[config.mk]
export PLATFORM = sky130hd
export DESIGN_NAME = tiny_byte_cpu_step_unit
export DESIGN_NICKNAME = d
export VERILOG_FILES = /design/src/rtl/core/tbcs_pkg.sv /design/src/rtl/core/tbcs_ram.sv /design/src/rtl/core/tbcs_in_buf.sv /design/src/rtl/core/tbcs_core.sv /design/src/rtl/core/tiny_byte_cpu_step_unit.sv
export SDC_FILE = /design/constraint.sdc
export NUM_CORES = 2
export LEC_CHECK = 0
export ABC_AREA = 1
export ABC_CLOCK_PERIOD_IN_PS = 11940
export BUFFER_PORTS_ARGS = -buffer_cell sky130_fd_sc_hd__buf_2
export CAP_MARGIN = 20
export CELL_PAD_IN_SITES_DETAIL_PLACEMENT = 1
export CELL_PAD_IN_SITES_GLOBAL_PLACEMENT = 1
export CORE_MARGIN = 3
export CORE_UTILIZATION = 46
export DETAILED_ROUTE_END_ITERATION = 8
export HOLD_SLACK_MARGIN = 0.02
export PLACE_DENSITY = 0.8
export RECOVER_POWER = 50
export SLEW_MARGIN = 20
export SYNTH_ARGS = -nofsm -noshare
export SYNTH_HDL_FRONTEND = slang
export SYNTH_HIERARCHICAL = 1
export SYNTH_SLANG_ARGS = --single-unit
[constraint.sdc]
create_clock -name clk -period 11.94 [get_ports clk]
set_input_delay 1.194 -clock clk [delete_from_list [all_inputs] [get_ports clk]]
set_output_delay 1.194 -clock clk [all_outputs]
set_load 0.1 [all_outputs]
[src/rtl/core/tbcs_pkg.sv]
// Shared package of the tiny byte CPU step unit: widths, command and opcode codes,
// and the structs that travel between the command buffer, the core and the top level.
// Depends on nothing.
package tbcs_pkg;

    localparam int MEM_WORDS_DEF = 256;
    localparam int BYTE_W        = 8;
    localparam int IN_TDATA_W    = 16;
    localparam int OUT_TDATA_W   = 80;

    // Commands carried in the input tuser field.
    localparam logic [1:0] CMD_WRITE   = 2'd0;
    localparam logic [1:0] CMD_READ    = 2'd1;
    localparam logic [1:0] CMD_EXEC    = 2'd2;
    localparam logic [1:0] CMD_RESTART = 2'd3;

    // Instruction opcodes.
    localparam logic [7:0] OP_LOAD  = 8'h01;
    localparam logic [7:0] OP_STORE = 8'h02;
    localparam logic [7:0] OP_ADD   = 8'h03;
    localparam logic [7:0] OP_SUB   = 8'h04;
    localparam logic [7:0] OP_MOV   = 8'h05;
    localparam logic [7:0] OP_CMP   = 8'h06;
    localparam logic [7:0] OP_JMP   = 8'h07;
    localparam logic [7:0] OP_JZ    = 8'h08;
    localparam logic [7:0] OP_JNZ   = 8'h09;
    localparam logic [7:0] OP_HALT  = 8'h0A;

    typedef struct packed {
        logic [1:0] command;
        logic [7:0] address;
        logic [7:0] write_data;
    } cmd_t;

    typedef struct packed {
        logic [7:0] opcode;
        logic [7:0] operand_a;
        logic [7:0] operand_b;
        logic [7:0] reg0_value;
        logic [7:0] reg1_value;
        logic [7:0] reg2_value;
        logic [7:0] reg3_value;
        logic [7:0] pc_value;
        logic       zero_flag;
        logic       halted;
        logic [7:0] read_data;
    } result_t;

    typedef struct packed {
        logic    emit;
        result_t res;
    } core_out_t;

endpackage

[src/rtl/core/tbcs_ram.sv]
// Generic single-port synchronous RAM with a registered read, one access per cycle.
// Depends on nothing.
module tbcs_ram #(
    parameter int WIDTH = 8,
    parameter int DEPTH = 256
) (
    input  logic                                       clk,
    input  logic                                       we,
    input  logic [((DEPTH > 1) ? $clog2(DEPTH) : 1)-1:0] addr,
    input  logic [WIDTH-1:0]                           wdata,
    output logic [WIDTH-1:0]                           rdata
);

    logic [WIDTH-1:0] mem_reg [DEPTH];

    always_ff @(posedge clk)
    begin
        if (we)
        begin
            mem_reg[addr] <= wdata;
        end
        rdata <= mem_reg[addr];
    end

endmodule

[src/rtl/core/tbcs_in_buf.sv]
// One-entry command buffer on the input stream; it lets a transfer land while the
// core still works on the previous command. Depends on tbcs_pkg.
module tbcs_in_buf (
    input  logic          clk,
    input  logic          rst_n,
    input  logic          in_valid,
    output logic          in_ready,
    input  tbcs_pkg::cmd_t in_cmd,
    output logic          cmd_valid,
    output tbcs_pkg::cmd_t cmd,
    input  logic          cmd_take
);
    import tbcs_pkg::*;

    logic full_reg;
    logic full_next;
    cmd_t cmd_reg;

    assign in_ready  = !full_reg || cmd_take;
    assign cmd_valid = full_reg;
    assign cmd       = cmd_reg;

    always_comb
    begin
        full_next = full_reg;
        if (in_valid && in_ready)
        begin
            full_next = 1'b1;
        end
        else if (cmd_take)
        begin
            full_next = 1'b0;
        end
    end

    always_ff @(posedge clk or negedge rst_n)
    begin
        if (!rst_n)
        begin
            full_reg <= 1'b0;
        end
        else
        begin
            full_reg <= full_next;
        end
    end

    always_ff @(posedge clk)
    begin
        if (in_valid && in_ready)
        begin
            cmd_reg <= in_cmd;
        end
    end

endmodule

[src/rtl/core/tbcs_core.sv]
// Sequencer and datapath of the CPU: register file, flags, program counter, per-byte
// valid bits and the memory access schedule. Depends on tbcs_pkg and tbcs_ram.
module tbcs_core #(
    parameter int MEM_WORDS = tbcs_pkg::MEM_WORDS_DEF
) (
    input  logic                clk,
    input  logic                rst_n,
    input  logic [7:0]          start_address,
    input  logic                cmd_valid,
    input  tbcs_pkg::cmd_t      cmd,
    output logic                cmd_take,
    input  logic                out_free,
    output tbcs_pkg::core_out_t core_out
);
    import tbcs_pkg::*;

    localparam int AW = (MEM_WORDS > 1) ? $clog2(MEM_WORDS) : 1;

    localparam logic [2:0] S_IDLE = 3'd0;
    localparam logic [2:0] S_RD   = 3'd1;
    localparam logic [2:0] S_F1   = 3'd2;
    localparam logic [2:0] S_F2   = 3'd3;
    localparam logic [2:0] S_F3   = 3'd4;
    localparam logic [2:0] S_LD   = 3'd5;
    localparam logic [2:0] S_DONE = 3'd6;

    logic [2:0]  st_reg, st_next;
    logic [7:0]  pc_reg, pc_next;
    logic        zf_reg, zf_next;
    logic        halt_reg, halt_next;
    logic [7:0]  gpr_reg [4];
    logic [7:0]  gpr_next [4];
    logic [7:0]  op_reg, op_next;
    logic [7:0]  a_reg, a_next;
    logic [7:0]  b_reg, b_next;
    logic [7:0]  rd_reg, rd_next;
    logic        vld_reg [MEM_WORDS];
    logic        rvld_reg;

    logic [AW-1:0] idx_tbl [256];
    logic          start;
    logic          emit;
    logic          ram_we;
    logic [7:0]    ram_addr8;
    logic [AW-1:0] ram_idx;
    logic [7:0]    ram_wdata;
    logic [7:0]    ram_rdata;
    logic [7:0]    rd_eff;
    logic [1:0]    ra;
    logic [1:0]    rb;
    logic [7:0]    reg_a;
    logic [7:0]    reg_b;

    // Byte address to memory index, folded modulo the memory depth.
    for (genvar g = 0; g < 256; g++)
    begin : g_idx
        assign idx_tbl[g] = AW'(g % MEM_WORDS);
    end

    assign ram_idx = idx_tbl[ram_addr8];

    tbcs_ram #(
        .WIDTH (BYTE_W),
        .DEPTH (MEM_WORDS)
    ) u_mem (
        .clk   (clk),
        .we    (ram_we),
        .addr  (ram_idx),
        .wdata (ram_wdata),
        .rdata (ram_rdata)
    );

    // A byte never written since reset reads as zero.
    assign rd_eff = rvld_reg ? ram_rdata : 8'd0;

    assign emit     = (st_reg == S_DONE) && out_free;
    assign start    = cmd_valid && ((st_reg == S_IDLE) || emit);
    assign cmd_take = start;

    // In the last fetch cycle the live read data is operand b.
    assign ra    = a_reg[1:0];
    assign rb    = rd_eff[1:0];
    assign reg_a = gpr_reg[ra];
    assign reg_b = gpr_reg[rb];

    always_comb
    begin
        st_next   = st_reg;
        pc_next   = pc_reg;
        zf_next   = zf_reg;
        halt_next = halt_reg;
        gpr_next  = gpr_reg;
        op_next   = op_reg;
        a_next    = a_reg;
        b_next    = b_reg;
        rd_next   = rd_reg;
        ram_we    = 1'b0;
        ram_addr8 = pc_reg;
        ram_wdata = 8'd0;

        unique case (st_reg)
            S_IDLE:
            begin
                st_next = S_IDLE;
            end
            S_RD:
            begin
                rd_next = rd_eff;
                st_next = S_DONE;
            end
            S_F1:
            begin
                op_next   = rd_eff;
                ram_addr8 = pc_reg + 8'd1;
                st_next   = S_F2;
            end
            S_F2:
            begin
                a_next    = rd_eff;
                ram_addr8 = pc_reg + 8'd2;
                st_next   = S_F3;
            end
            S_F3:
            begin
                b_next  = rd_eff;
                pc_next = pc_reg + 8'd3;
                st_next = S_DONE;
                case (op_reg)
                    OP_LOAD:
                    begin
                        ram_addr8 = rd_eff;
                        st_next   = S_LD;
                    end
                    OP_STORE:
                    begin
                        ram_we    = 1'b1;
                        ram_addr8 = rd_eff;
                        ram_wdata = reg_a;
                    end
                    OP_ADD:  gpr_next[ra] = reg_a + reg_b;
                    OP_SUB:  gpr_next[ra] = reg_a - reg_b;
                    OP_MOV:  gpr_next[ra] = rd_eff;
                    OP_CMP:  zf_next = (reg_a == reg_b);
                    OP_JMP:  pc_next = a_reg;
                    OP_JZ:
                    begin
                        if (zf_reg)
                        begin
                            pc_next = a_reg;
                        end
                    end
                    OP_JNZ:
                    begin
                        if (!zf_reg)
                        begin
                            pc_next = a_reg;
                        end
                    end
                    OP_HALT: halt_next = 1'b1;
                    default:
                    begin
                    end
                endcase
            end
            S_LD:
            begin
                gpr_next[ra] = rd_eff;
                st_next      = S_DONE;
            end
            S_DONE:
            begin
                st_next = emit ? S_IDLE : S_DONE;
            end
            default:
            begin
                st_next = S_IDLE;
            end
        endcase

        // A new command starts from idle, or in the same cycle the previous result leaves.
        if (start)
        begin
            op_next = 8'd0;
            a_next  = 8'd0;
            b_next  = 8'd0;
            rd_next = 8'd0;
            unique case (cmd.command)
                CMD_WRITE:
                begin
                    ram_we    = 1'b1;
                    ram_addr8 = cmd.address;
                    ram_wdata = cmd.write_data;
                    st_next   = S_DONE;
                end
                CMD_READ:
                begin
                    ram_addr8 = cmd.address;
                    st_next   = S_RD;
                end
                CMD_EXEC:
                begin
                    ram_addr8 = pc_reg;
                    st_next   = halt_reg ? S_DONE : S_F1;
                end
                CMD_RESTART:
                begin
                    pc_next   = start_address;
                    halt_next = 1'b0;
                    st_next   = S_DONE;
                end
            endcase
        end
    end

    always_ff @(posedge clk or negedge rst_n)
    begin
        if (!rst_n)
        begin
            st_reg   <= S_IDLE;
            pc_reg   <= 8'd0;
            zf_reg   <= 1'b0;
            halt_reg <= 1'b0;
            rvld_reg <= 1'b0;
            for (int i = 0; i < 4; i++)
            begin
                gpr_reg[i] <= 8'd0;
            end
            for (int i = 0; i < MEM_WORDS; i++)
            begin
                vld_reg[i] <= 1'b0;
            end
        end
        else
        begin
            st_reg   <= st_next;
            pc_reg   <= pc_next;
            zf_reg   <= zf_next;
            halt_reg <= halt_next;
            gpr_reg  <= gpr_next;
            rvld_reg <= vld_reg[ram_idx];
            if (ram_we)
            begin
                vld_reg[ram_idx] <= 1'b1;
            end
        end
    end

    always_ff @(posedge clk)
    begin
        op_reg <= op_next;
        a_reg  <= a_next;
        b_reg  <= b_next;
        rd_reg <= rd_next;
    end

    assign core_out.emit           = emit;
    assign core_out.res.opcode     = op_reg;
    assign core_out.res.operand_a  = a_reg;
    assign core_out.res.operand_b  = b_reg;
    assign core_out.res.reg0_value = gpr_reg[0];
    assign core_out.res.reg1_value = gpr_reg[1];
    assign core_out.res.reg2_value = gpr_reg[2];
    assign core_out.res.reg3_value = gpr_reg[3];
    assign core_out.res.pc_value   = pc_reg;
    assign core_out.res.zero_flag  = zf_reg;
    assign core_out.res.halted     = halt_reg;
    assign core_out.res.read_data  = rd_reg;

endmodule

[src/rtl/core/tiny_byte_cpu_step_unit.sv]
// Per command: a write, a restart or an execute while halted goes straight to its
// result; a read passes the read state, an instruction the fetch states, and LOAD the
// load state too. One memory port serves all accesses: three fetch reads per instruction
// and one data access for LOAD or STORE. The input buffer takes the next command while
// the core works. Reset clears memory contents (through per-byte valid bits), registers,
// flags, program counter and start address at once; no clearing pass.
module tiny_byte_cpu_step_unit #(
    parameter int MEM_WORDS = tbcs_pkg::MEM_WORDS_DEF
) (
    input  logic                                clk,
    input  logic                                rst_n,
    // Configuration: start address loaded by the restart command.
    input  logic                                cfg_wr_en,
    input  logic [7:0]                          cfg_wr_data,
    // Input stream. tuser: command[1:0].
    input  logic                                s_axis_tvalid,
    output logic                                s_axis_tready,
    input  logic [1:0]                          s_axis_tuser,
    // tdata: address[7:0], write_data[15:8].
    input  logic [tbcs_pkg::IN_TDATA_W-1:0]     s_axis_tdata,
    // Output stream.
    output logic                                m_axis_tvalid,
    input  logic                                m_axis_tready,
    // tdata: opcode[7:0], operand_a[15:8], operand_b[23:16], reg0_value[31:24],
    // reg1_value[39:32], reg2_value[47:40], reg3_value[55:48], pc_value[63:56],
    // zero_flag[64], halted[65], read_data[73:66], zero fill [79:74].
    output logic [tbcs_pkg::OUT_TDATA_W-1:0]    m_axis_tdata
);
    import tbcs_pkg::*;

    logic [7:0] start_address_reg;
    cmd_t      in_cmd;
    cmd_t      cmd;
    logic      cmd_valid;
    logic      cmd_take;
    logic      out_free;
    core_out_t core_out;
    logic      out_valid_reg;
    logic      out_valid_next;
    result_t   out_res_reg;

    // The user must write the start address only while the block is idle; the block does not enforce this.
    always_ff @(posedge clk or negedge rst_n)
    begin
        if (!rst_n)
        begin
            start_address_reg <= 8'd0;
        end
        else if (cfg_wr_en)
        begin
            start_address_reg <= cfg_wr_data;
        end
    end

    assign in_cmd.command    = s_axis_tuser;
    assign in_cmd.address    = s_axis_tdata[7:0];
    assign in_cmd.write_data = s_axis_tdata[15:8];

    // The input buffer takes a new transfer while the core still works on a command.
    tbcs_in_buf u_in_buf (
        .clk       (clk),
        .rst_n     (rst_n),
        .in_valid  (s_axis_tvalid),
        .in_ready  (s_axis_tready),
        .in_cmd    (in_cmd),
        .cmd_valid (cmd_valid),
        .cmd       (cmd),
        .cmd_take  (cmd_take)
    );

    tbcs_core #(
        .MEM_WORDS (MEM_WORDS)
    ) u_core (
        .clk           (clk),
        .rst_n         (rst_n),
        .start_address (start_address_reg),
        .cmd_valid     (cmd_valid),
        .cmd           (cmd),
        .cmd_take      (cmd_take),
        .out_free      (out_free),
        .core_out      (core_out)
    );

    // The output register frees up in the same cycle its result is taken, so the core
    // can hand over the next result without a bubble.
    assign out_free = !out_valid_reg || m_axis_tready;

    always_comb
    begin
        out_valid_next = out_valid_reg;
        if (core_out.emit)
        begin
            out_valid_next = 1'b1;
        end
        else if (m_axis_tready)
        begin
            out_valid_next = 1'b0;
        end
    end

    always_ff @(posedge clk or negedge rst_n)
    begin
        if (!rst_n)
        begin
            out_valid_reg <= 1'b0;
        end
        else
        begin
            out_valid_reg <= out_valid_next;
        end
    end

    always_ff @(posedge clk)
    begin
        if (core_out.emit)
        begin
            out_res_reg <= core_out.res;
        end
    end

    assign m_axis_tvalid = out_valid_reg;
    assign m_axis_tdata  = {6'd0,
                            out_res_reg.read_data,
                            out_res_reg.halted,
                            out_res_reg.zero_flag,
                            out_res_reg.pc_value,
                            out_res_reg.reg3_value,
                            out_res_reg.reg2_value,
                            out_res_reg.reg1_value,
                            out_res_reg.reg0_value,
                            out_res_reg.operand_b,
                            out_res_reg.operand_a,
                            out_res_reg.opcode};

endmodule

# After elaboration in Yosys (flattened, before gate mapping)
# Memories as Yosys holds them, arrays and structs flattened. A register that Yosys moved wholly into a read port is not among the register bits.
# Index checks and enable logic that the tools add are counted.
# W data, S select, Z words.
[classes] n_eq_ne=21 muxes=55 addsub=5 bitwise_logic=5 reduce_logical=21 order_cmp=6
[op_table] cell="$or A256 B256 Y256" n=1
[op_table] cell="$mux W8" n=19
[op_table] cell="$bwmux W32" n=3
[op_table] cell="$pmux W32 S3" n=1
[op_table] cell="$pmux W32 S2" n=1
[op_table] cell="$pmux W8 S3" n=2
[op_table] cell="$bmux W8 S2" n=2
[op_table] cell="$eq A8 B3 Y1 const B" n=4
[op_table] cell="$eq A8 B4 Y1 const B" n=3
[op_table] cell="$ge A9 B9 Y1 const B" n=2
[op_table] cell="$not A8 Y9" n=2
[op_table] cell="$mux W1" n=17
[op_table] cell="$add A8 B2 Y8 const B" n=2
[op_table] cell="$demux W8 S2" n=1
[op_table] cell="$eq A8 B2 Y1 const B" n=2
[op_table] cell="$pmux W8 S2" n=1
[op_table] cell="$pmux W3 S5" n=1
[op_table] cell="$eq A3 B3 Y1 const B" n=3
[op_table] cell="$lt A9 B1 Y1 const B" n=1
[op_table] cell="$mux W3" n=3
[op_table] cell="$pmux W3 S3" n=1
[op_table] cell="$add A8 B1 Y8 const B" n=1
[op_table] cell="$add A8 B8 Y8" n=1
[op_table] cell="$bmux W1 S8" n=1
[op_table] cell="other kinds (21)" n=38
[word_totals] regBits=436 mem_bits_rw=2048 out_inout_bits=82 in_bits=31 rom_bits=2048 mem_count=2
[mem_list] memory="(no name shown)" words=256 width=8 rd=1 rd_clocked_by_memory_dff=0 write_ports=0 line="tbcs_core.sv:60" rtl="assign ram_idx = idx_tbl[ram_addr8];"
[mem_list] memory="u_core.u_mem.mem_reg" words=256 width=8 rd=1 rd_clocked_by_memory_dff=1 write_ports=1 line="tbcs_ram.sv:14" rtl="logic [WIDTH-1:0] mem_reg [DEPTH];"

# Depth between registers and ports, before layout
[logic_depth] depth_word=16 mapped_depth=28 depth_no_buf=23

# Hierarchy
# The synthesis kept the hierarchy.
[by_module_without_submodules] module="tbcs_ram" cells_each=8021 instances=1 area_each_um2=84856.4
[by_module_without_submodules] module="tbcs_core" cells_each=2301 instances=1 area_each_um2=17812.1
[by_module_without_submodules] module="tiny_byte_cpu_step_unit" cells_each=120 instances=1 area_each_um2=2616.3
[by_module_without_submodules] module="tbcs_in_buf" cells_each=24 instances=1 area_each_um2=585.6

# Least setup slack after synthesis
# Ideal clock, no wire load.
[synth_path] path_kind="reg-to-reg" from="register u_core.st_reg[1]" to="memory u_core.u_mem.mem_reg[0][0] (data pin)" required_time_ps=9753 slack_ps=-1294 stages_incl_launch_ff=7 synth_period_minus_slack_ps=13234 path_buffers=1 t_arrival_ps=11047 cell_sequence="dfrtp_1 inv_1 nand2_1 nor2_2 clkbuf_1 nand2_1 o21ai_0"
[synth_between] elab_chain_len=5 elab_cells_between_ends=9 cone_classes="2 x eq/ne; 3 x mux; 4 x reduce/logical"
[synth_rtl] item="from (decl)" line="tbcs_core.sv:27" rtl="logic [2:0] st_reg, st_next;"
[synth_rtl] item="from (signal assigned)" line="tbcs_core.sv:235" rtl="st_reg <= st_next;"
[synth_rtl] item="$eq A3 B3 Y1" line="tbcs_core.sv:76" rtl="assign emit = (st_reg == S_DONE) && out_free;"
[synth_rtl] item="$logic_and A1 B1 Y1" line="tbcs_core.sv:76"
[synth_rtl] item="$logic_or A1 B1 Y1" line="tbcs_core.sv:77" rtl="assign start = cmd_valid && ((st_reg == S_IDLE) || emit);"
[synth_rtl] item="$logic_and A1 B1 Y1" line="tbcs_core.sv:77"
[synth_rtl] item="$mux W8 *" line="tbcs_core.sv:181" rtl="if (start)"
[synth_rtl] item="via u_core.ram_wdata[0]" line="tbcs_core.sv:46" rtl="logic [7:0] ram_wdata;"
[synth_rtl] item="to (decl)" line="tbcs_ram.sv:14"
# Mark *: on every way through the listed nets, which the timed path passes. The rest lies on a longest branch.

# Worst setup path in the final report
[layout_path] from="register u_core.a_reg[0]" to="memory u_core.u_mem.mem_reg[175][2] (data pin)"
[layout_between] elab_chain_len=8
[layout_rtl] item="from (decl)" line="tbcs_core.sv:34" rtl="logic [7:0] a_reg, a_next;"
[layout_rtl] item="from (signal assigned)" line="tbcs_core.sv:251" rtl="a_reg <= a_next;"
[layout_rtl] item="$not A2 Y3 (not written as such) *" line="tbcs_core.sv:83" rtl="assign reg_a = gpr_reg[ra];"
[layout_rtl] item="$bmux W8 S2 *" line="tbcs_core.sv:83"
[layout_rtl] item="$mux W8 (not written as such) * (2 in series)" line="tbcs_core.sv:83"
[layout_rtl] item="$mux W8 *" line="tbcs_core.sv:128" rtl="case (op_reg)"
[layout_rtl] item="$mux W8 *" line="tbcs_core.sv:101" rtl="unique case (st_reg)"
[layout_rtl] item="$mux W8" line="tbcs_core.sv:187" rtl="unique case (cmd.command)"
[layout_rtl] item="$mux W8 *" line="tbcs_core.sv:181"
[layout_rtl] item="via u_core.ram_wdata[2]" line="tbcs_core.sv:46"
# Mark *: on every way through the listed nets, which the timed path passes. The rest lies on a longest branch. The select of a mux whose other input is x is not followed.

==> impl_results.md <==
- Outcome: finished, violations left
- Violations in the final reports: max-capacitance violations, max-slew violations
- First-pass GRT wire length: slightly above 500 mm
- Cell area after synthesis: approximately 110,000 um2
- CORE AREA: 228,000 um2
- CTS tree: yes
- Cell type with the highest aggregate area in the netlist: sky130_fd_sc_hd__edfxtp_1
- Floorplan row count: between 150 and 200
- # hold bufs at CTS: 0
- Setup violations, final: 0
- Total routed wirelength: between 300 and 400 mm
- Number of buffers on the longest clock path: 4
- Antenna Violating Nets Remaining: 0
- # H-tree levels: 5
- Actual slew at the worst max-slew pin: about 4.6 ns
- Worst-case clock skew: between 0.07 and 0.08 ns
- Die Y: 486 um
- Largest fanout on the critical path: between 70 and 80
- Top post-synthesis cells by area: sky130_fd_sc_hd__edfxtp_1 61%, sky130_fd_sc_hd__nand2_1 20%, sky130_fd_sc_hd__dfrtp_1 7.4%
- Area added between synthesis and finish: 10.4%
- Kind of capture point of the worst setup path: flop
- Number of antenna violations at the first check in global routing: 18
- Clock Pin Slew Worst Setup and Hold Paths: about 0.060 ns
- Final core utilization: 51.2%
- Maximum number of pins on one net before global-route repair: just under 200
- Detailed-route wire length per cell: about 25 um
- Cell mode on critical path: sky130_fd_sc_hd__nand2_1
- Number of ports placed on the die boundary: between 100 and 150
- Max-slew headroom: -209%
- Area share of the leading cell type in the synthesized netlist: about three fifths
- Per-instance average area after synthesis: around 10 um2
- Element type at the critical path start: flop
- Data arrival time of the critical path: ~9 ns
- Number of remaining DRC errors: 0
- Crit path largest cell delay: approximately 2.9 ns
- Ys async rst share: 12.5%
- Via Count: 77,900
- Overall track demand over capacity in global routing: between 20% and 30%
- Flip-flop cell with the highest count after synthesis: sky130_fd_sc_hd__edfxtp_1
- Fraction of the yosys area taken by sequential cells: 68.8%
- Die Span X: around 500 um
- Hold/Removal Path Class: reg -> reg
- Part of the cycle the worst path needs: approximately three quarters
- Port Buffers: between 100 and 150
- Number of setup buffers added after CTS: 0
- Hold Vio Cnt, Final: 0
- Count of TritonRoute iterations in the first routing pass: 6
- Most common cell in the netlist: sky130_fd_sc_hd__nand2_1
- Number of vias per cell: about 5.7
- Overall die area: between 200,000 and 250,000 um2
- HPWL reported at the end of detailed placement: a little under 200 mm
- Kind of cell adding the most delay to the critical path: buffers and inverters
- Peak Freq: around 0.11 GHz
- Cell chain of the critical path: nand2_1, clkinv_1, a221oi_1, nand3_1, nand2_1, clkbuf_1
- Drt first-iter violations: 7,837
- Number of global-route vias before repair: about 82,000
- Flip-flop count of the largest register after layout: 2,048
- Number of CTS-inserted buffers: 280
- # Max-Cap Violations: 36
- Cells resized by post-CTS repair: 0
- Post-layout net count: roughly 10,000
- Worst path slowest cell: sky130_fd_sc_hd__clkbuf_1
- Master cell of the clock root buffer: sky130_fd_sc_hd__clkbuf_16
- Distinct cells, synth: 53
- Flip-flop and latch count after synthesis: between 2,000 and 2,500
- Setup CP Type: reg -> reg
- Number of buffers and inverters on the critical path: 2
- Final critical path time including I/O delays and setup: roughly 9 ns
- Setup TNS: 0 ns
- Setup repair after global routing missed its margin: no
- Number of synthesized flops with an enable pin: approximately 2,100
- Top post-synthesis cells by count: 5,530 x sky130_fd_sc_hd__nand2_1, 2,140 x sky130_fd_sc_hd__edfxtp_1, 438 x sky130_fd_sc_hd__nor2_1
- Worst EP required: ~12 ns
- Initial cell density of the core: a little under half
- Gate count after technology mapping: ~10,000
- Ys Warns: 6
- Global route overflow: 0
- Setup slack, reg-to-reg: 2.92 ns
- Pins over their slew limit: 2,231
- Clock latency on the worst-skew pair: 0.95 ns
- Clock sink count: ~2,500
- Share of layout cells above drive strength 1: between 4 and 5%
- Final RePlAce weighted congestion: between 0.8 and 0.9
-- through the flow --
stage,instances,hold slack (ns),setup WS (ns),cell area [um2]
finish,13600,0.438,2.92,117000
global route,13600,0.409,2.67,117000
CTS,13600,0.153,5.23,117000
detailed placement,13100,0.425,4.55,109000
global placement,13100,0.421,4.72,109000
floorplan,10500,0.403,3.09,106000
-- cell families after synthesis --
family	synth area share, %
AND/OR/NAND/NOR	22.8
AO/OA/AOI/OAI	4.49
XOR/XNOR	0.124
multiplexers	0.0213
flip-flops	68.8
other	0.00354
adder cells (fa/ha/maj)	0.310
buffers and inverters	3.44
-- layer usage --
layer / global-route usage, % / wire, um / up-vias
met5: 0 / 41 / -
met4: 12.1 / 14400 / 6
met3: 4.76 / 27200 / 784
met2: 47.1 / 163000 / 3524
met1: 36.4 / 133000 / 39400
li1: - / - / 34200
-- cells in the final DEF (no fill, tap or decap), types with 8 or more instances in the layout --
cell type,n
sky130_fd_sc_hd__o22ai_1,14
sky130_fd_sc_hd__inv_2,8
sky130_fd_sc_hd__nor3_1,21
sky130_fd_sc_hd__buf_12,9
sky130_fd_sc_hd__clkbuf_16,285
sky130_fd_sc_hd__dfxtp_1,40
sky130_fd_sc_hd__nand3_1,286
sky130_fd_sc_hd__o21ai_1,125
sky130_fd_sc_hd__nand2_1,5532
sky130_fd_sc_hd__buf_4,63
sky130_fd_sc_hd__clkbuf_8,17
sky130_fd_sc_hd__bufinv_16,15
sky130_fd_sc_hd__o21bai_1,194
sky130_fd_sc_hd__xor2_1,13
sky130_fd_sc_hd__nor2_1,435
sky130_fd_sc_hd__o21ai_0,297
sky130_fd_sc_hd__edfxtp_1,2140
sky130_fd_sc_hd__clkbuf_1,169
sky130_fd_sc_hd__dfrtp_1,312
sky130_fd_sc_hd__o211ai_1,11
sky130_fd_sc_hd__inv_1,259
sky130_fd_sc_hd__a21oi_1,74
sky130_fd_sc_hd__ha_1,23
sky130_fd_sc_hd__a31oi_1,20
sky130_fd_sc_hd__clkinv_2,38
sky130_fd_sc_hd__clkinv_1,41
sky130_fd_sc_hd__a22oi_1,28
sky130_fd_sc_hd__diode_2,10
sky130_fd_sc_hd__buf_2,24
-- cell type report --
cell class	instances	area (um2)
sequential	2492	72900
tap	3009	3760
clock buffer	365	7600
timing repair buffer	206	1220
multi-input combinational	7147	29400
inverter	277	1070
fill	24800	111000
antenna	10	25.0
clock inverter	103	910
-- worst paths after layout --
path                       cells after the start           startpoint                      endpoint
setup reg to reg                               6      u_core/a_reg[0]  u_core/u_mem/mem_reg[175][2]
min in group asynchronous                      1                rst_n          start_address_reg[3]
hold / removal                                 0  u_core/core_out[28]              m_axis_tdata[42]
max in group asynchronous                      2                rst_n            u_core/vld_reg[33]
hold reg to reg                                0  u_core/core_out[28]              m_axis_tdata[42]
setup / recovery                               6      u_core/a_reg[0]  u_core/u_mem/mem_reg[175][2]
Power is left out: the tool's default activity adds up to more than one toggle a clock period on the data nets, which glitch-free logic cannot reach.
